===== src/hdl/sbrd_pkg.sv =====
// ----------------------------------------------------------------------------
// Servo bus receive deframer package
// Shared types and constants for the deframer controller, datapath and top.
// ----------------------------------------------------------------------------
package sbrd_pkg;

    // Framing constants.
    localparam logic [7:0]  HEADER_BYTE     = 8'hFF;
    localparam logic [7:0]  CMD_OFFSET      = 8'h40;
    localparam logic [7:0]  CHECK_MASK      = 8'hFE;
    localparam logic [7:0]  MIN_FRAME_BYTES = 8'd9;
    localparam logic [7:0]  MIN_LENGTH      = 8'd7;
    localparam logic [15:0] TIMEOUT_RESET   = 16'd1000;
    localparam logic [15:0] IDLE_MAX        = 16'hFFFF;

    // Input item kinds.
    localparam logic KIND_BYTE = 1'b0;
    localparam logic KIND_TICK = 1'b1;

    // Bit positions in the error flags.
    localparam int FLAG_TIMEOUT  = 0;
    localparam int FLAG_LENGTH   = 1;
    localparam int FLAG_COMMAND  = 2;
    localparam int FLAG_CHECKSUM = 3;

    // Controller states.
    typedef enum logic [2:0] {
        S_IDLE = 3'b001,
        S_READ = 3'b010,
        S_LOAD = 3'b100
    } t_ctrl_state;

    // Parse phase of the frame being received.
    typedef enum logic [7:0] {
        PH_HUNT1 = 8'b0000_0001,
        PH_HUNT2 = 8'b0000_0010,
        PH_LEN   = 8'b0000_0100,
        PH_ID    = 8'b0000_1000,
        PH_CMD   = 8'b0001_0000,
        PH_CK1   = 8'b0010_0000,
        PH_CK2   = 8'b0100_0000,
        PH_DATA  = 8'b1000_0000
    } t_phase;

    // Commands from the controller to the datapath.
    typedef struct packed {
        logic take_item;
        logic mem_read;
        logic load_out;
    } t_dp_cmd;

    // Status from the datapath to the controller.
    typedef struct packed {
        logic close;
        logic last;
        logic out_free;
    } t_dp_status;

endpackage


===== src/hdl/sbrd_ctrl.sv =====
// ----------------------------------------------------------------------------
// Servo bus receive deframer controller
// Accepts input beats while idle and sequences the result walk over the
// payload store once a frame closes.
// ----------------------------------------------------------------------------
module sbrd_ctrl (
    input  logic                i_clk,
    input  logic                i_rst_n,
    input  logic                i_valid,
    output logic                o_ready,
    input  sbrd_pkg::t_dp_status i_status,
    output sbrd_pkg::t_dp_cmd   o_cmd
);

    sbrd_pkg::t_ctrl_state r_state;
    sbrd_pkg::t_ctrl_state n_state;

    assign o_ready         = (r_state == sbrd_pkg::S_IDLE);
    assign o_cmd.take_item = i_valid && o_ready;
    assign o_cmd.mem_read  = (r_state == sbrd_pkg::S_READ);
    assign o_cmd.load_out  = (r_state == sbrd_pkg::S_LOAD) && i_status.out_free;

    always_comb begin
        n_state = r_state;
        unique case (r_state)
            sbrd_pkg::S_IDLE: begin
                if (o_cmd.take_item && i_status.close) begin
                    n_state = sbrd_pkg::S_READ;
                end
            end
            sbrd_pkg::S_READ: begin
                n_state = sbrd_pkg::S_LOAD;
            end
            sbrd_pkg::S_LOAD: begin
                if (i_status.out_free) begin
                    n_state = i_status.last ? sbrd_pkg::S_IDLE : sbrd_pkg::S_READ;
                end
            end
            default: begin
                n_state = sbrd_pkg::S_IDLE;
            end
        endcase
    end

    always_ff @(posedge i_clk) begin
        if (!i_rst_n) begin
            r_state <= sbrd_pkg::S_IDLE;
        end else begin
            r_state <= n_state;
        end
    end

endmodule


===== src/hdl/sbrd_datapath.sv =====
// ----------------------------------------------------------------------------
// Servo bus receive deframer datapath
// Frame parser registers, checksum, payload store and the result register.
// ----------------------------------------------------------------------------
module sbrd_datapath #(
    parameter int MAX_PAYLOAD = 16
) (
    input  logic                  i_clk,
    input  logic                  i_rst_n,
    input  logic                  i_cfg_wr_en,
    input  logic [15:0]           i_cfg_wr_data,
    input  logic                  i_item_kind,
    input  logic [7:0]            i_rx_byte,
    input  sbrd_pkg::t_dp_cmd     i_cmd,
    input  logic                  i_out_ready,
    output sbrd_pkg::t_dp_status  o_status,
    output logic                  o_valid,
    output logic [7:0]            o_frame_id,
    output logic [7:0]            o_command_code,
    output logic [7:0]            o_declared_length,
    output logic [7:0]            o_servo_fault,
    output logic [7:0]            o_servo_detail,
    output logic [3:0]            o_error_flags,
    output logic [7:0]            o_payload_byte,
    output logic [3:0]            o_payload_index,
    output logic                  o_payload_valid,
    output logic                  o_last_of_frame
);

    localparam int AW = $clog2(MAX_PAYLOAD);
    localparam int CW = $clog2(MAX_PAYLOAD + 1);
    localparam logic [CW-1:0] FULL_COUNT = CW'(MAX_PAYLOAD);
    localparam logic [AW-1:0] LAST_SLOT  = AW'(MAX_PAYLOAD - 1);

    // Frame being received.
    sbrd_pkg::t_phase r_phase, n_phase;
    logic [7:0]    r_byte_count, n_byte_count;
    logic [7:0]    r_len, n_len;
    logic [7:0]    r_id, n_id;
    logic [7:0]    r_cmd, n_cmd;
    logic          r_cmd_err, n_cmd_err;
    logic [7:0]    r_xor, n_xor;
    logic [7:0]    r_ck0, n_ck0;
    logic [7:0]    r_ck1, n_ck1;
    logic [CW-1:0] r_pcount, n_pcount;
    logic [7:0]    r_se, n_se;
    logic [7:0]    r_sd, n_sd;
    logic [15:0]   r_idle, n_idle;
    logic [15:0]   r_timeout;

    // Closed frame, held while its results are walked out.
    logic [7:0]    r_h_id, r_h_cmd, r_h_len, r_h_se, r_h_sd;
    logic [3:0]    r_h_flags;
    logic [CW-1:0] r_h_count;
    logic [AW-1:0] r_k;
    logic [7:0]    r_rd_data;

    logic [7:0]    r_mem [MAX_PAYLOAD];

    logic          w_close, w_timed_out, w_clear, w_count_byte, w_mem_we;
    logic [AW-1:0] w_waddr;
    logic [7:0]    w_eff_len, w_c1, w_c2;
    logic [3:0]    w_flags;
    logic          w_has_status;

    always_comb begin
        n_phase      = r_phase;
        n_byte_count = r_byte_count;
        n_len        = r_len;
        n_id         = r_id;
        n_cmd        = r_cmd;
        n_cmd_err    = r_cmd_err;
        n_xor        = r_xor;
        n_ck0        = r_ck0;
        n_ck1        = r_ck1;
        n_pcount     = r_pcount;
        n_se         = r_se;
        n_sd         = r_sd;
        n_idle       = r_idle;
        w_close      = 1'b0;
        w_timed_out  = 1'b0;
        w_clear      = 1'b0;
        w_count_byte = 1'b0;
        w_mem_we     = 1'b0;
        w_waddr      = (r_pcount == FULL_COUNT) ? LAST_SLOT : r_pcount[AW-1:0];

        if (i_cmd.take_item) begin
            if (i_item_kind == sbrd_pkg::KIND_TICK) begin
                // Idle ticks only count while a frame is open.
                if (r_phase != sbrd_pkg::PH_HUNT1) begin
                    if (r_idle != sbrd_pkg::IDLE_MAX) begin
                        n_idle = r_idle + 16'd1;
                    end
                    if (n_idle > r_timeout) begin
                        w_close     = 1'b1;
                        w_timed_out = 1'b1;
                    end
                end
            end else begin
                n_idle = '0;
                unique case (r_phase)
                    sbrd_pkg::PH_HUNT1: begin
                        if (i_rx_byte == sbrd_pkg::HEADER_BYTE) begin
                            n_phase      = sbrd_pkg::PH_HUNT2;
                            n_byte_count = 8'd1;
                        end
                    end
                    sbrd_pkg::PH_HUNT2: begin
                        if (i_rx_byte == sbrd_pkg::HEADER_BYTE) begin
                            n_phase      = sbrd_pkg::PH_LEN;
                            n_byte_count = 8'd2;
                        end else begin
                            w_clear = 1'b1;
                        end
                    end
                    sbrd_pkg::PH_LEN: begin
                        n_len        = i_rx_byte;
                        n_xor        = i_rx_byte;
                        n_phase      = sbrd_pkg::PH_ID;
                        w_count_byte = 1'b1;
                    end
                    sbrd_pkg::PH_ID: begin
                        n_id         = i_rx_byte;
                        n_xor        = r_xor ^ i_rx_byte;
                        n_phase      = sbrd_pkg::PH_CMD;
                        w_count_byte = 1'b1;
                    end
                    sbrd_pkg::PH_CMD: begin
                        if (i_rx_byte > sbrd_pkg::CMD_OFFSET) begin
                            n_cmd = i_rx_byte - sbrd_pkg::CMD_OFFSET;
                        end else begin
                            n_cmd     = i_rx_byte;
                            n_cmd_err = 1'b1;
                        end
                        n_xor        = r_xor ^ i_rx_byte;
                        n_phase      = sbrd_pkg::PH_CK1;
                        w_count_byte = 1'b1;
                    end
                    sbrd_pkg::PH_CK1: begin
                        n_ck0        = i_rx_byte;
                        n_phase      = sbrd_pkg::PH_CK2;
                        w_count_byte = 1'b1;
                    end
                    sbrd_pkg::PH_CK2: begin
                        n_ck1        = i_rx_byte;
                        n_phase      = sbrd_pkg::PH_DATA;
                        w_count_byte = 1'b1;
                    end
                    sbrd_pkg::PH_DATA: begin
                        w_mem_we = 1'b1;
                        // Once full, the last slot is overwritten, so the
                        // second to last byte stays where it was.
                        if (r_pcount != FULL_COUNT) begin
                            n_pcount = r_pcount + CW'(1);
                            n_se     = r_sd;
                        end
                        n_sd         = i_rx_byte;
                        n_xor        = r_xor ^ i_rx_byte;
                        w_count_byte = 1'b1;
                    end
                    default: begin
                        w_clear = 1'b1;
                    end
                endcase
                if (w_count_byte) begin
                    n_byte_count = r_byte_count + 8'd1;
                    if (n_byte_count >= w_eff_len) begin
                        w_close = 1'b1;
                    end
                end
            end
        end
    end

    assign w_eff_len = (n_len < sbrd_pkg::MIN_LENGTH) ? sbrd_pkg::MIN_LENGTH : n_len;
    assign w_c1      = n_xor & sbrd_pkg::CHECK_MASK;
    assign w_c2      = (~w_c1) & sbrd_pkg::CHECK_MASK;
    assign w_has_status = (n_pcount >= CW'(2));

    always_comb begin
        w_flags                          = '0;
        w_flags[sbrd_pkg::FLAG_TIMEOUT]  = w_timed_out;
        w_flags[sbrd_pkg::FLAG_LENGTH]   = w_timed_out ||
                                           (n_byte_count < sbrd_pkg::MIN_FRAME_BYTES);
        w_flags[sbrd_pkg::FLAG_COMMAND]  = n_cmd_err;
        w_flags[sbrd_pkg::FLAG_CHECKSUM] = (n_ck0 != w_c1) || (n_ck1 != w_c2);
    end

    assign o_status.close    = w_close;
    assign o_status.last     = (r_h_count == '0) || ((CW'(r_k) + CW'(1)) == r_h_count);
    assign o_status.out_free = !o_valid || i_out_ready;

    // Frame state and configuration register.
    always_ff @(posedge i_clk) begin
        if (!i_rst_n) begin
            r_phase      <= sbrd_pkg::PH_HUNT1;
            r_byte_count <= '0;
            r_len        <= '0;
            r_id         <= '0;
            r_cmd        <= '0;
            r_cmd_err    <= 1'b0;
            r_xor        <= '0;
            r_ck0        <= '0;
            r_ck1        <= '0;
            r_pcount     <= '0;
            r_se         <= '0;
            r_sd         <= '0;
            r_idle       <= '0;
            r_timeout    <= sbrd_pkg::TIMEOUT_RESET;
        end else begin
            if (i_cfg_wr_en) begin
                r_timeout <= i_cfg_wr_data;
            end
            if (w_close || w_clear) begin
                r_phase      <= sbrd_pkg::PH_HUNT1;
                r_byte_count <= '0;
                r_len        <= '0;
                r_id         <= '0;
                r_cmd        <= '0;
                r_cmd_err    <= 1'b0;
                r_xor        <= '0;
                r_ck0        <= '0;
                r_ck1        <= '0;
                r_pcount     <= '0;
                r_se         <= '0;
                r_sd         <= '0;
                r_idle       <= '0;
            end else begin
                r_phase      <= n_phase;
                r_byte_count <= n_byte_count;
                r_len        <= n_len;
                r_id         <= n_id;
                r_cmd        <= n_cmd;
                r_cmd_err    <= n_cmd_err;
                r_xor        <= n_xor;
                r_ck0        <= n_ck0;
                r_ck1        <= n_ck1;
                r_pcount     <= n_pcount;
                r_se         <= n_se;
                r_sd         <= n_sd;
                r_idle       <= n_idle;
            end
        end
    end

    // Snapshot of the closed frame and the walk index.
    always_ff @(posedge i_clk) begin
        if (w_close) begin
            r_h_id    <= n_id;
            r_h_cmd   <= n_cmd;
            r_h_len   <= n_len;
            r_h_se    <= w_has_status ? n_se : 8'd0;
            r_h_sd    <= w_has_status ? n_sd : 8'd0;
            r_h_flags <= w_flags;
            r_h_count <= n_pcount;
            r_k       <= '0;
        end else if (i_cmd.load_out && !o_status.last) begin
            r_k <= r_k + AW'(1);
        end
    end

    // Payload store.
    always_ff @(posedge i_clk) begin
        if (w_mem_we) begin
            r_mem[w_waddr] <= i_rx_byte;
        end
        if (i_cmd.mem_read) begin
            r_rd_data <= r_mem[r_k];
        end
    end

    // Result register.
    always_ff @(posedge i_clk) begin
        if (i_cmd.load_out) begin
            o_frame_id        <= r_h_id;
            o_command_code    <= r_h_cmd;
            o_declared_length <= r_h_len;
            o_servo_fault     <= r_h_se;
            o_servo_detail    <= r_h_sd;
            o_error_flags     <= r_h_flags;
            o_payload_byte    <= (r_h_count != '0) ? r_rd_data : 8'd0;
            o_payload_index   <= 4'(r_k);
            o_payload_valid   <= (r_h_count != '0);
            o_last_of_frame   <= o_status.last;
        end
    end

    always_ff @(posedge i_clk) begin
        if (!i_rst_n) begin
            o_valid <= 1'b0;
        end else if (i_cmd.load_out) begin
            o_valid <= 1'b1;
        end else if (i_out_ready) begin
            o_valid <= 1'b0;
        end
    end

endmodule


===== src/hdl/servo_bus_rx_deframer.sv =====
// ----------------------------------------------------------------------------
// Servo bus receive deframer
// Parses header, length, id, command, check and data bytes of servo bus frames
// and reports each closed frame as one beat per stored data byte (one if none).
// ----------------------------------------------------------------------------
// A received byte or idle tick is taken while the block is idle. An item that
// closes a frame (byte count reaching the declared length, or 7 if that is less,
// or idle ticks exceeding the timeout, 1000 after reset, else i_cfg_wr_data as
// last written) then occupies the block with a read and a load state per result
// beat, max(stored data bytes, 1) beats, while each stored byte is read from the
// single-port payload store and loaded into the output register; output
// back-pressure adds to that. The next item is taken as soon as the last beat of
// a frame sits in the output register. No clearing pass follows reset.
module servo_bus_rx_deframer #(
    parameter int MAX_PAYLOAD = 16
) (
    input  logic        i_clk,
    input  logic        i_rst_n,
    input  logic        i_cfg_wr_en,
    input  logic [15:0] i_cfg_wr_data,
    input  logic        i_valid,
    output logic        o_ready,
    input  logic        i_item_kind,
    input  logic [7:0]  i_rx_byte,
    output logic        o_valid,
    input  logic        i_ready,
    output logic [7:0]  o_frame_id,
    output logic [7:0]  o_command_code,
    output logic [7:0]  o_declared_length,
    output logic [7:0]  o_servo_fault,
    output logic [7:0]  o_servo_detail,
    output logic [3:0]  o_error_flags,
    output logic [7:0]  o_payload_byte,
    output logic [3:0]  o_payload_index,
    output logic        o_payload_valid,
    output logic        o_last_of_frame
);

    sbrd_pkg::t_dp_cmd    w_cmd;
    sbrd_pkg::t_dp_status w_status;

    sbrd_ctrl u_ctrl (
        .i_clk    (i_clk),
        .i_rst_n  (i_rst_n),
        .i_valid  (i_valid),
        .o_ready  (o_ready),
        .i_status (w_status),
        .o_cmd    (w_cmd)
    );

    sbrd_datapath #(
        .MAX_PAYLOAD (MAX_PAYLOAD)
    ) u_datapath (
        .i_clk             (i_clk),
        .i_rst_n           (i_rst_n),
        .i_cfg_wr_en       (i_cfg_wr_en),
        .i_cfg_wr_data     (i_cfg_wr_data),
        .i_item_kind       (i_item_kind),
        .i_rx_byte         (i_rx_byte),
        .i_cmd             (w_cmd),
        .i_out_ready       (i_ready),
        .o_status          (w_status),
        .o_valid           (o_valid),
        .o_frame_id        (o_frame_id),
        .o_command_code    (o_command_code),
        .o_declared_length (o_declared_length),
        .o_servo_fault     (o_servo_fault),
        .o_servo_detail    (o_servo_detail),
        .o_error_flags     (o_error_flags),
        .o_payload_byte    (o_payload_byte),
        .o_payload_index   (o_payload_index),
        .o_payload_valid   (o_payload_valid),
        .o_last_of_frame   (o_last_of_frame)
    );

`ifndef ASSERT_OFF
    // A result beat is only loaded when the output register is free.
    a_load_needs_room: assert property (@(posedge i_clk) disable iff (!i_rst_n)
        w_cmd.load_out |-> (!o_valid || i_ready))
        else $error("result loaded over a beat still waiting");

    // A beat without a data byte is always the final one of its frame.
    a_empty_is_last: assert property (@(posedge i_clk) disable iff (!i_rst_n)
        (o_valid && !o_payload_valid) |-> o_last_of_frame)
        else $error("data-less result beat not marked last");

    // Once a frame closes, no input is taken until its results are out.
    a_close_blocks_input: assert property (@(posedge i_clk) disable iff (!i_rst_n)
        (w_cmd.take_item && w_status.close) |=> !o_ready)
        else $error("input accepted directly after a frame closed");

    // Store reads happen only while walking results, never with an input beat.
    a_read_apart: assert property (@(posedge i_clk) disable iff (!i_rst_n)
        w_cmd.mem_read |-> !o_ready)
        else $error("payload read while input is being accepted");
`endif

endmodule


===== config.mk =====
export PLATFORM = sky130hd
export DESIGN_NAME = servo_bus_rx_deframer
export DESIGN_NICKNAME = d
export VERILOG_FILES = /design/src/hdl/sbrd_pkg.sv /design/src/hdl/sbrd_ctrl.sv /design/src/hdl/sbrd_datapath.sv /design/src/hdl/servo_bus_rx_deframer.sv
export SDC_FILE = /design/constraint.sdc
export NUM_CORES = 1
export LEC_CHECK = 0
export ABC_CLOCK_PERIOD_IN_PS = 6600
export BUFFER_PORTS_ARGS = -buffer_cell sky130_fd_sc_hd__buf_2
export CAP_MARGIN = 15
export CORE_UTILIZATION = 40
export CTS_CLUSTER_DIAMETER = 30
export DETAILED_ROUTE_END_ITERATION = 7
export GPL_ROUTABILITY_DRIVEN = 1
export GPL_TIMING_DRIVEN = 0
export SYNTH_ARGS = -nofsm -noshare
export SYNTH_HDL_FRONTEND = slang
export SYNTH_SLANG_ARGS = --single-unit

===== constraint.sdc =====
create_clock -name i_clk -period 6.6 [get_ports i_clk]
set_input_delay 0.33 -clock i_clk [delete_from_list [all_inputs] [get_ports i_clk]]
set_output_delay 0.33 -clock i_clk [all_outputs]
set_load 0.02 [all_outputs]

# After elaboration in Yosys (flattened, before gate mapping)
# Memory sizes are Yosys's and may differ from the RTL's. A register that Yosys moved wholly into a read port is not among the register bits.
# Cells that the tools add are included.
dict set report word_totals {
  regBits 233
  latch_bits 0
  ramBits 128
  romBits 0
  elab_cells 177
  memories 1
}
dict set report op_classes {
  addsub 6
  n_mul 0
  n_div 0
  n_lt_le_gt_ge 6
  n_eq_ne 24
  n_shift 0
  mux 77
  n_bitwise 4
  reduce_logical 24
}
# name words width rd rd_clocked_by_memory_dff write_ports line
set memory_table {}
lappend memory_table {u_datapath.r_mem 16 8 1 1 1 sbrd_datapath.sv:58} ;# logic [7:0] r_mem [MAX_PAYLOAD];
# op n
set ops {}
lappend ops {{8-bit 2-to-1 mux} 33}
lappend ops {{16-bit 2-to-1 mux} 6}
lappend ops {{8-bit case mux with 7 select lines} 1}
lappend ops {{8-bit case mux with 2 select lines} 2}
lappend ops {{1-bit 2-to-1 mux} 25}
lappend ops {{5-bit 2-to-1 mux} 4}
lappend ops {{16-bit by 1-bit adder with 16-bit output (second input constant)} 1}
lappend ops {{8-bit == test (second input constant)} 2}
lappend ops {{16-bit > comparator} 1}
lappend ops {{16-bit != test (second input constant)} 1}
lappend ops {{8-bit != test} 2}
lappend ops {{3-bit case mux with 3 select lines} 1}
lappend ops {{8-bit by 1-bit adder with 8-bit output (second input constant)} 1}
lappend ops {{8-bit by 1-bit == test with 1-bit output (second input constant)} 1}
lappend ops {{8-bit by 2-bit == test with 1-bit output (second input constant)} 1}
lappend ops {{8-bit by 3-bit == test with 1-bit output (second input constant)} 1}
lappend ops {{8-bit by 4-bit == test with 1-bit output (second input constant)} 1}
lappend ops {{8-bit by 5-bit == test with 1-bit output (second input constant)} 1}
lappend ops {{8-bit by 6-bit == test with 1-bit output (second input constant)} 1}
lappend ops {{8-bit by 7-bit == test with 1-bit output (second input constant)} 1}
lappend ops {{8-bit greater-or-equal comparator} 1}
lappend ops {{8-bit by 7-bit > comparator with 1-bit output (second input constant)} 1}
lappend ops {{8-bit by 3-bit < comparator with 1-bit output (second input constant)} 1}
lappend ops {{8-bit by 4-bit < comparator with 1-bit output (second input constant)} 1}
lappend ops {{35 further kinds} 50}

# Depth between registers and ports, before layout
# Gate-level depths: netlist of the first run.
dict set report depth {
  word_depth 14
  mapped_depth 18
  depth_no_buf 15
}

# Hierarchy
# Synthesis of the first run repeated with hierarchy kept, for this count alone.
dict set report unflattened {
  cells_unflattened 1214
  area_unflattened_um2 15944.0
}
# module n_inst cells_each area_each_um2 seq_area_each_um2
set modules_own_cells {}
lappend modules_own_cells {sbrd_datapath 1 1193 15746.4 9739.3}
lappend modules_own_cells {sbrd_ctrl 1 21 197.7 60.1}

# Worst setup path before layout of the first run
# Ideal clock, no wire load.
dict set report synth_timing {
  path_type {reg2reg}
  start {register u_datapath.r_phase[4]}
  end {register u_datapath.r_h_cmd[0], enable pin}
  setup_ns 0.468
  t_arrival_ns 5.504
  t_required_ns 6.132
  path_slack_ns 0.628
  stages_incl_launch_ff 16
  path_buffers 3
  cell_sequence {dfxtp_1 or4_1 clkbuf_1 or4_1 clkbuf_1 clkbuf_1 mux2i_1 nand4_1 nor2_1 nor2_1 ha_1 a21o_1 a21o_1 a21oi_1 o21a_1 o21ai_1}
}
# item line
set synth_lines {}
lappend synth_lines {{start: declaration} sbrd_datapath.sv:36} ;# sbrd_pkg::t_phase r_phase, n_phase;
lappend synth_lines {{start signal: assignment} sbrd_datapath.sv:196} ;# r_phase <= sbrd_pkg::PH_HUNT1;
lappend synth_lines {{start signal: assignment} sbrd_datapath.sv:215} ;# r_phase <= sbrd_pkg::PH_HUNT1;
lappend synth_lines {{start signal: assignment} sbrd_datapath.sv:229} ;# r_phase <= n_phase;
lappend synth_lines {{end signal: assignment} sbrd_datapath.sv:250} ;# r_h_cmd <= n_cmd;
lappend synth_lines {{end: declaration} sbrd_datapath.sv:52} ;# logic [7:0] r_h_id, r_h_cmd, r_h_len, r_h_se, r_h_sd;

# Worst setup path after layout of the first run
dict set report layout_timing {
  start {register u_datapath.r_phase[4]}
  end {register u_datapath.r_idle[2]}
}
dict set report layout_between {
  elab_chain_len 13
}
# item line
set layout_lines {}
lappend layout_lines {{8-bit by 3-bit == test with 1-bit output} sbrd_datapath.sv:101} ;# unique case (r_phase)
lappend layout_lines {{8-bit 2-to-1 mux} sbrd_datapath.sv:101}
lappend layout_lines {{8-bit 2-to-1 mux} sbrd_datapath.sv:88} ;# if (i_item_kind == sbrd_pkg::KIND_TICK) begin
lappend layout_lines {{8-bit 2-to-1 mux} sbrd_datapath.sv:87} ;# if (i_cmd.take_item) begin
lappend layout_lines {{8-bit by 3-bit < comparator with 1-bit output} sbrd_datapath.sv:175} ;# assign w_eff_len = (n_len < sbrd_pkg::MIN_LENGTH) ? sbrd_pkg::MIN_LENGTH : n_len;
lappend layout_lines {{8-bit 2-to-1 mux} sbrd_datapath.sv:175}
lappend layout_lines {{8-bit greater-or-equal comparator} sbrd_datapath.sv:167} ;# if (n_byte_count >= w_eff_len) begin
lappend layout_lines {{1-bit 2-to-1 mux} sbrd_datapath.sv:167}
lappend layout_lines {{1-bit 2-to-1 mux} sbrd_datapath.sv:165} ;# if (w_count_byte) begin
lappend layout_lines {{1-bit 2-to-1 mux} sbrd_datapath.sv:88}
lappend layout_lines {{1-bit 2-to-1 mux} sbrd_datapath.sv:87}
lappend layout_lines {{1-bit logical OR} sbrd_datapath.sv:214} ;# if (w_close || w_clear) begin
lappend layout_lines {{2-bit OR reduction (no line)} -}
lappend layout_lines {{end signal: assignment} sbrd_datapath.sv:241} ;# r_idle <= n_idle;
lappend layout_lines {{end: declaration} sbrd_datapath.sv:48} ;# logic [15:0] r_idle, n_idle;
# Several ways; a longest one is shown, not always the timed one. The select of a mux whose other input is x is not followed.
# A chain may end at the register's enable or synchronous reset.

==> results of run 1 <==
[timing repair]
item                                   4_1_cts  5_1_grt
hold buffers                                 7        0
endpoints found under the hold margin        7        0
setup buffers                                0        0
[worst paths after layout]
kind	depth (start not counted)	end	slack (ns)	from
min	3	u_datapath.r_timeout[1]	0.03	i_cfg_wr_data[1]
max reg2reg	18	u_datapath.r_idle[2]	1.25	u_datapath.r_phase[4]
min reg2reg	0	u_datapath.o_servo_fault[4]	0.41	u_datapath.r_h_se[4]
max	18	u_datapath.r_idle[2]	1.25	u_datapath.r_phase[4]
[per-layer routing]
| layer | global-route usage | routed length, µm | vias to the layer above |
|---|---|---|---|
| li1 | - | - | 5034 |
| met1 | 0.245 | 16400 | 5032 |
| met2 | 0.294 | 17100 | 323 |
| met3 | 0.0406 | 2280 | 68 |
| met4 | 0.0862 | 1050 | 2 |
| met5 | 0 | 14 | - |
[cells in the mapped netlist (3+ instances only)]
library cell / count
xor2_1: 13
a211oi_1: 14
or4_1: 5
a22oi_1: 6
a21oi_1: 59
o21a_1: 7
or3_1: 8
nor4bb_1: 3
o21ai_1: 3
o41ai_1: 4
nor2b_1: 47
o211ai_1: 10
clkbuf_1: 47
edfxtp_1: 243
o21ai_0: 38
a21o_1: 14
and2_1: 6
nor4_2: 3
a221oi_1: 3
mux2i_1: 40
buf_1: 9
nor3_1: 24
xnor2_1: 18
a31oi_1: 11
o31ai_1: 7
nor4b_1: 3
and3_1: 12
buf_2: 12
ha_1: 32
nand4_1: 14
or2_2: 3
inv_1: 39
nor4_1: 7
mux2_2: 20
o211a_1: 5
dfxtp_1: 125
nor2_1: 112
nand3_1: 34
mux4_2: 40
nand2b_1: 12
nand2_1: 88
o22ai_1: 5
[power by group through the flow]
stage	logic [mW]	registers, mW	clock network (mW)
2_1_floorplan	0.0627	2.50	0
3_3_place_gp	0.116	2.50	0
3_5_place_dp	0.118	2.50	0
4_1_cts	0.122	2.46	3.96
5_1_grt	0.132	2.46	4.09
6_report	0.122	2.46	3.89
[worst max-delay path, stage by stage (launching register included)]
cell and delay, ns:
dfxtp_1 0.33, or4_1 0.52, clkbuf_1 0.24, or4_1 0.51, clkbuf_1 0.24, clkbuf_1 0.36
mux2i_1 0.53, nand4_1 0.19, o21ai_0 0.21, ha_1 0.25, nand2b_1 0.14, a21o_1 0.17
a21o_1 0.16, a21oi_1 0.13, o21a_1 0.29, o211ai_1 0.19, buf_2 0.30, buf_2 0.27
nor3_1 0.23
[through the flow]
stage	TNS (ns)	hold slack (ns)	setup WS (ns)	power (mW)
after floorplan	0	0.400	0.628	2.56
final	0	0.0307	1.25	6.48
after detailed placement	0	0.405	1.28	2.62
after global routing	0	0.0211	0.908	6.68
after global placement	-73.16	0.402	-1.40	2.62
after CTS	0	0.00583	1.28	6.54
[area by class of cell]
| type | count | area, µm² |
|---|---|---|
| diodes | 1 | 2.50 |
| plain buffers | 69 | 282 |
| clock buffers | 98 | 2140 |
| clock inverters | 47 | 549 |
| fillers | 3353 | 19000 |
| inverters | 39 | 146 |
| multi-input cells | 764 | 5560 |
| flip-flops and latches | 368 | 9800 |
| well taps | 518 | 648 |
| repair buffers | 102 | 596 |
[logic make-up (layout without fill, tap and decap cells)]
family,after synthesis,after routing
AOI/OAI and AO/OA,202,202
xor gates and xnor gates,31,31
adders and majority gates,32,32
buffers and inverters,108,355
DFF,368,368
muxes,100,100
other,0,1
and+or+nand+nor,399,399
==> run_results.csv, run 1 <==
group,metric,value,unit
run_status,status,"completed",
yosys,synth_top_family_by_area,"simple AND/OR/NAND/NOR gates",
yosys,syn_area_per_cell,12.7,µm²
yosys,async_reset_ff_frac,0,
placement,io_buffers,87,
job,cap_violations,0,
die,core_area,0.0387,mm²
timing,worst_pin_slew,0.984,ns
timing,fmax,187,MHz
global_route,grt_max_degree,40,
global_route,grt-ovfl-total,0,
critical_path,worstSetupEndpointType,"flop",
timing,post-route-min-period,5.35,ns
power,p_sw,1.36,mW
die,initial_core_util,0.407,
clock_tree,cts-root-buf,"clkbuf_16",
timing,rsz0062_at_grt,"no",
drt,drt-total-wl,36.8,mm
clock_tree,insertion_delay,0.58,ns
yosys,yosysWarnings,0,
global_route,grt_first_pass_wirelength,57.6,mm
global_route,grt.total_usage,0.186,
final_layout,final_layout_size_suffix_gt1_frac,0.211,
drt,vias,10500,
clock_tree,cts_tree,"done",
final_layout,largest_register,"u_datapath.r_mem",
power,power.density,328,mW/mm²
clock_tree,cts_inserted_buffers,79,
timing,final-max-slew-violation-count,0,
clock_tree,clk_pin_slew,0.04,ns
yosys,ys_types,70,
critical_path,path_class,"flop to flop",
yosys,yosysSeqAreaShare,0.622,
final_layout,final_util,0.509,
yosys,synth_top_cell_by_area,"edfxtp_1",
global_route,grt_antenna_before_repair,2,
die,ios,90,
drt,detail-route-antenna-nets,0,
final_layout,final_common_cell,"edfxtp_1",
timing,slew_headroom,0.338,
critical_path,start_kind,"flop",
yosys,synth_compound_area_frac,0.0823,
timing,fin_crit_sh,0.810,
yosys,muxShareOfSynthArea,0.0968,
final_layout,final_cell_mix,"edfxtp_1, dfxtp_1, nor2_1",
yosys,synth_cells,1240,
power,max-vdd-ir-drop,0.185,mV
drt,drcViolationCount,0,
final_layout,nNetsFinal,1485,
timing,fin_worst_skew,0.0258,ns
yosys,mappedNetlistArea,0.0158,mm²
final_layout,syn2layout_area_growth,25.1,%
die,die_area,0.0402,mm²
power,power.share.sequential,0.380,
clock_tree,cts_sinks,368,
final_layout,fin_cells,2006,
power,p_int,5.12,mW
placement,post_dp_cell_area,0.0170,mm²
critical_path,required,7.07,ns
final_layout,top_regs,"u_datapath.r_mem (128), u_datapath.r_idle (16), u_datapath.r_timeout (16)",
critical_path,crit_fanout,10,
timing,setup_viol,0,
placement,gp_congestion,0.862,
drt,viasPerCell,5.21,
global_route,first_global_vias,10400,
die,die_w,201,µm
yosys,yosys.area_share.adder,0.0254,
placement,hpwl,24.6,mm
die,num_rows,72,
clock_tree,htreeDepth,3,
drt,drt_iter0_drc,781,
final_layout,design_area,0.0197,mm²
drt,wl_per_cell,18.4,µm
yosys,ys_ff_latch,368,
yosys,synth_top_cell_area_share,0.463,
power,leakage,7.25,nW
timing,hold_viol,0,
power,sw_frac_of_total,0.210,
power,power_frac_clock,0.601,
yosys,synth-xor-area-share,0.0172,
drt,firstDrtPassIters,7,
worst_hold_path,hp-class,"input port to flop",
yosys,synthSimpleGateAreaFrac,0.129,
yosys,synth_area_leaders,"edfxtp_1, dfxtp_1, mux4_2, nor2_1, ha_1",
yosys,syn_nets,1302,
power,power_frac_comb,0.019,
placement,post-place-cells,1852,
clock_tree,post_cts_resized,0,
yosys,synth_edf_count,243,
final_layout,largest_register_ffs,128,
critical_path,arrival,5.82,ns
die,dieHeight,201,µm
clock_tree,clockBufferDepth,3,
yosys,synth_top_flop_cell,"edfxtp_1",
Note: power is estimated with default switching activity, not from simulation.
==> run 2, diff against run 1 <==
- ABC_CLOCK_PERIOD_IN_PS: 6600 -> 5300
- clock period: 6.6 -> 5.3 ns (I/O delays scaled with it)
==> run_results.csv, run 2 (synthesis results as in run 1) <==
group,metric,value,unit
critical_path,cp_slowest_cell,"or4_1",
clock_tree,cts_sinks,368,
placement,io_buffers,87,
power,p_int,6.44,mW
power,p_total,8.10,mW
global_route,grt-ovfl-total,0,
timing,post-route-min-period,4.98,ns
die,ios,90,
timing,fin_worst_skew,0.0325,ns
drt,viasPerCell,5.23,
critical_path,crit_fanout,10,
drt,drt-total-wl,36.5,mm
final_layout,final_common_cell,"edfxtp_1",
clock_tree,cts_setup_buffers,0,
power,power_frac_comb,0.020,
die,die_w,201,µm
drt,wl_per_cell,18.2,µm
timing,whs,0.114,ns
clock_tree,clockBufferDepth,3,
critical_path,path_class,"flop to flop",
final_layout,top_regs,"u_datapath.r_mem (128), u_datapath.r_idle (16), u_datapath.r_timeout (16)",
critical_path,required,5.75,ns
clock_tree,cts_tree,"done",
timing,setup_ws,0.316,ns
global_route,grt.total_usage,0.184,
critical_path,max_stage_delay,0.52,ns
power,power_frac_clock,0.602,
power,power.density,408,mW/mm²
clock_tree,htreeDepth,3,
clock_tree,cts_inserted_buffers,77,
die,dieHeight,201,µm
drt,firstDrtPassIters,7,
die,num_rows,72,
critical_path,start_kind,"flop",
critical_path,arrival,5.43,ns
timing,worst_pin_slew,1.07,ns
timing,fmax,201,MHz
die,core_area,0.0387,mm²
global_route,grt_first_pass_wirelength,57.3,mm
timing,slew_headroom,0.286,
global_route,grt_max_degree,39,
critical_path,worstSetupEndpointType,"flop",
job,cap_violations,0,
final_layout,syn2layout_area_growth,25.9,%
placement,gp_congestion,0.869,
timing,rsz0062_at_grt,"no",
global_route,grt_antenna_before_repair,1,
power,p_sw,1.66,mW
final_layout,largest_register,"u_datapath.r_mem",
timing,fin_crit_sh,0.940,
run_status,status,"completed",
clock_tree,insertion_delay,0.58,ns
critical_path,cp_cell_sequence,"or4_1 -> clkbuf_1 -> or4_1 -> clkbuf_1 -> buf_2 -> mux2i_2 -> nand4_1 -> o21ai_0 -> ha_1 -> nand2b_1 -> a21o_1 -> a21o_1 -> a21oi_1 -> o21a_1 -> o211ai_1 -> buf_2 -> buf_2 -> a21o_1",
global_route,first_global_vias,10500,
final_layout,nNetsFinal,1491,
power,power.share.sequential,0.378,
die,initial_core_util,0.407,
placement,preCtsSetupSlack,0.0170,ns
power,sw_frac_of_total,0.205,
final_layout,largest_register_ffs,128,
drt,drcViolationCount,0,
final_layout,final_cell_mix,"edfxtp_1, dfxtp_1, nor2_1",
die,die_area,0.0402,mm²
worst_hold_path,hp-class,"input port to flop",
timing,hold_viol,0,
drt,vias,10500,
clock_tree,cts-root-buf,"clkbuf_16",
final_layout,final_layout_size_suffix_gt1_frac,0.213,
power,leakage,7.36,nW
power,max-vdd-ir-drop,0.298,mV
timing,final-max-slew-violation-count,0,
drt,detail-route-antenna-nets,0,
clock_tree,clk_pin_slew,0.04,ns
timing,setup_viol,0,
placement,hpwl,24.4,mm
drt,drt_iter0_drc,823,
==> run 2: cell count changes in the layout (fill, tap and decap cells not counted), sizes merged <==
cell and delta:
buf -1, dlygate4sd3 +9, clkbuf -12, clkinv +5, bufinv +4
==> run 2: repair_timing <==
| action | in CTS | in global routing |
|---|---|---|
| hold buffers | 16 | 0 |
| gates cloned | 0 | 0 |
| hold endpoints to repair | 16 | 0 |
| resized for setup | 2 | 7 |
| setup endpoints to repair | 2 | 98 |
==> run 2: worst paths after layout <==
check / cells past startpoint / end / slack [ns] / startpoint
max: 18 / u_datapath.r_phase[0] / 0.32 / u_datapath.r_phase[4]
min: 3 / u_datapath.r_timeout[15] / 0.11 / i_cfg_wr_en
max reg2reg: 18 / u_datapath.r_phase[0] / 0.32 / u_datapath.r_phase[4]
min reg2reg: 0 / u_datapath.o_error_flags[0] / 0.41 / u_datapath.r_h_flags[0]
==> run 2: power by group through the flow <==
stage	Sequential (mW)	Combinational, mW	Clock (mW)
5_1_grt	3.06	0.171	5.11
3_5_place_dp	3.12	0.148	0
6_report	3.06	0.158	4.88
4_1_cts	3.06	0.158	4.96
2_1_floorplan	3.11	0.0780	0
3_3_place_gp	3.11	0.145	0
==> run 2: metal layers <==
metal / part of all wire / up-vias / global-route usage
met1: 0.44 / 5122 / 0.239
met3: 0.065 / 61 / 0.0468
met2: 0.47 / 296 / 0.295
met5: 0 / - / 0
li1: - / 5045 / -
met4: 0.024 / 0 / 0.0736
==> run 2: critical path: cells and delay by family (launching register included) <==
family / cells / cell delay (ns)
AO/OA/AOI/OAI: 7 / 1.35
AND/OR/NAND/NOR: 4 / 1.31
buffers and inverters: 5 / 1.31
flip-flops: 1 / 0.33
multiplexers: 1 / 0.30
adder cells (fa/ha/maj): 1 / 0.26
==> run 2: area by class of cell <==
class,instances,area (µm²)
diodes,1,2.50
plain buffers,69,283
clock buffers,86,2010
clock inverters,56,677
fillers,3320,18900
inverters,39,146
multi-input cells,764,5590
flip-flops and latches,368,9800
well taps,518,648
repair buffers,110,686
==> run 2: stage by stage <==
step                instances  TNS (ns)  utilization  instance area (µm²)
finish                   2011         0        0.512                19800
global route             2011         0        0.512                19800
CTS                      2009         0        0.511                19800
detailed placement       1851         0        0.438                17000
global placement         1845    -57.29        0.435                16900
floorplan                1240         0            -                15800
==> run 3, diff against run 2 <==
- CORE_ASPECT_RATIO: default -> 1.4
==> run_results.csv, run 3 (synthesis results as in run 1) <==
group,metric,value,unit
final_layout,fin_cells,1974,
worst_hold_path,hp-class,"input port to flop",
critical_path,worst_r2r_startpoint,"u_datapath.r_phase[4]",
die,num_rows,85,
critical_path,r2r_end,"u_datapath.r_phase[0]",
power,power.density,358,mW/mm²
timing,post-route-min-period,4.97,ns
clock_tree,cts_sinks,368,
worst_hold_path,holdPathEnd,"u_datapath.r_timeout[1]",
drt,vias,10400,
drt,drt-total-wl,36.3,mm
global_route,first_global_vias,10300,
placement,post_dp_cell_area,0.0170,mm²
final_layout,largest_register_ffs,128,
clock_tree,clockBufferDepth,3,
worst_hold_path,hp-start,"i_cfg_wr_en",
critical_path,max_stage_delay,0.52,ns
final_layout,nNetsFinal,1468,
die,die_area,0.0402,mm²
die,die_w,170,µm
power,leakage,6.97,nW
final_layout,largest_register,"u_datapath.r_mem",
final_layout,final_layout_size_suffix_gt1_frac,0.196,
critical_path,cp_cell_sequence,"or4_1 -> clkbuf_1 -> or4_1 -> clkbuf_1 -> buf_2 -> mux2i_4 -> nand4_1 -> o21ai_0 -> ha_1 -> nand2b_1 -> a21o_1 -> a21o_1 -> a21oi_1 -> o21a_1 -> o211ai_1 -> buf_2 -> buf_2 -> a21o_1",
clock_tree,cts_setup_buffers,0,
placement,hpwl,25.1,mm
critical_path,arrival,5.45,ns
final_layout,design_area,0.0190,mm²
run_status,status,"completed",
critical_path,worstSetupEndpointType,"flop",
critical_path,required,5.78,ns
job,cap_violations,0,
clock_tree,htreeDepth,2,
timing,fmax,201,MHz
final_layout,antennaDiodeCount,0,
drt,drcViolationCount,0,
timing,hold_viol,0,
critical_path,r2r_slack,0.33,ns
placement,gp_congestion,0.868,
final_layout,syn2layout_area_growth,20.8,%
timing,fin_crit_sh,0.937,
final_layout,final_cell_mix,"edfxtp_1, dfxtp_1, nor2_1",
timing,worst_pin_slew,1.00,ns
die,ios,90,
clock_tree,cts_inserted_buffers,54,
timing,slew_headroom,0.332,
timing,final-max-slew-violation-count,0,
die,dieHeight,237,µm
global_route,grt-ovfl-total,0,
worst_hold_path,hold_depth,3,
clock_tree,clk_pin_slew,0.05,ns
power,max-vdd-ir-drop,0.234,mV
global_route,grt.total_usage,0.184,
critical_path,path_class,"flop to flop",
global_route,grt_antenna_before_repair,1,
critical_path,start_kind,"flop",
critical_path,cp_slowest_cell,"or4_1",
clock_tree,cts_tree,"done",
drt,firstDrtPassIters,5,
drt,drt_iter0_drc,599,
timing,fin_worst_skew,0.0304,ns
die,core_area,0.0386,mm²
timing,whs,0.0952,ns
clock_tree,cts-root-buf,"clkbuf_16",
critical_path,crit_fanout,10,
final_layout,top_regs,"u_datapath.r_mem (128), u_datapath.r_idle (16), u_datapath.r_timeout (16)",
power,p_total,6.81,mW
placement,post-place-cells,1855,
global_route,grt_first_pass_wirelength,57.0,mm
placement,io_buffers,87,
clock_tree,insertion_delay,0.59,ns
drt,detail-route-antenna-nets,0,
global_route,grt_max_degree,47,
final_layout,final_common_cell,"edfxtp_1",
timing,setup_viol,0,
timing,rsz0062_at_grt,"no",
die,initial_core_util,0.408,
drt,viasPerCell,5.28,
drt,wl_per_cell,18.4,µm
critical_path,reg2reg_depth,18,
[run 3: changes by cell type in the layout (fill, tap and decap cells not counted), moves of 3 or more]
cell        change
clkbuf_16      -25
bufinv_16       -7
inv_8           +6
clkinv_2        -5
clkinv_1        -4
clkinvlp_4      -3
[run 3: worst max-delay path by stage]
stage	slack, ns	from	endpoint	depth (start not counted)
3_5_place_dp	0.005	u_datapath.r_phase[4]	u_datapath.r_phase[0]	18
4_1_cts	0.03	u_datapath.r_idle[3]	u_datapath.r_phase[0]	18
2_1_floorplan	0.31	u_datapath.r_phase[4]	u_datapath.r_h_cmd[0]	15
3_3_place_gp	-1.19	u_datapath.r_phase[4]	u_datapath.r_h_se[4]	15
5_1_grt	0.04	u_datapath.r_idle[3]	u_datapath.r_id[5]	18
6_report	0.33	u_datapath.r_phase[4]	u_datapath.r_phase[0]	18
[run 3: cell type report]
type / instances / area, µm²
inverters: 39 / 146
repair buffers: 110 / 693
well taps: 522 / 653
flip-flops and latches: 368 / 9800
clock inverters: 43 / 487
multi-input cells: 764 / 5600
clock buffers: 59 / 1380
fillers: 3394 / 19600
plain buffers: 69 / 283
[run 3: power by group]
group	switching, mW	internal, mW
Combinational	0.107	0.0489
Sequential	0.00625	3.05
Clock	1.41	2.19
[run 3: critical path, delay by kind of cell, from the launching register on]
family                     cells  cell delay [ns]
buffers and inverters          5             1.32
DFF                            1             0.34
muxes                          1             0.28
adders and majority gates      1             0.25
and+or+nand+nor                4             1.31
AOI/OAI and AO/OA              7             1.36
[run 3: metal layers]
| metal | vias to the layer above | track usage | wire, µm | part of all wire |
|---|---|---|---|---|
| met5 | - | 0 | 10 | 0.00028 |
| met4 | 2 | 0.0710 | 1050 | 0.029 |
| met1 | 5116 | 0.214 | 14400 | 0.40 |
| met3 | 71 | 0.0276 | 1590 | 0.044 |
| met2 | 256 | 0.336 | 19300 | 0.53 |
| li1 | 4980 | - | - | - |
[run 3: what timing repair did]
action / 4_1_cts / 5_1_grt
hold endpoints to repair: 16 / 0
hold buffers: 16 / 0
pin swaps: 0 / 0
resized for setup: 1 / 10
endpoints found under the setup margin: 2 / 141
[run 3: stage by stage]
stage                     setup WS [ns]  utilization  setup TNS, ns
final                             0.332        0.493              0
after global routing             0.0366        0.493              0
after CTS                        0.0251        0.492              0
after detailed placement        0.00519        0.439              0
after global placement            -1.19        0.437         -62.22
after floorplan                   0.307            -              0
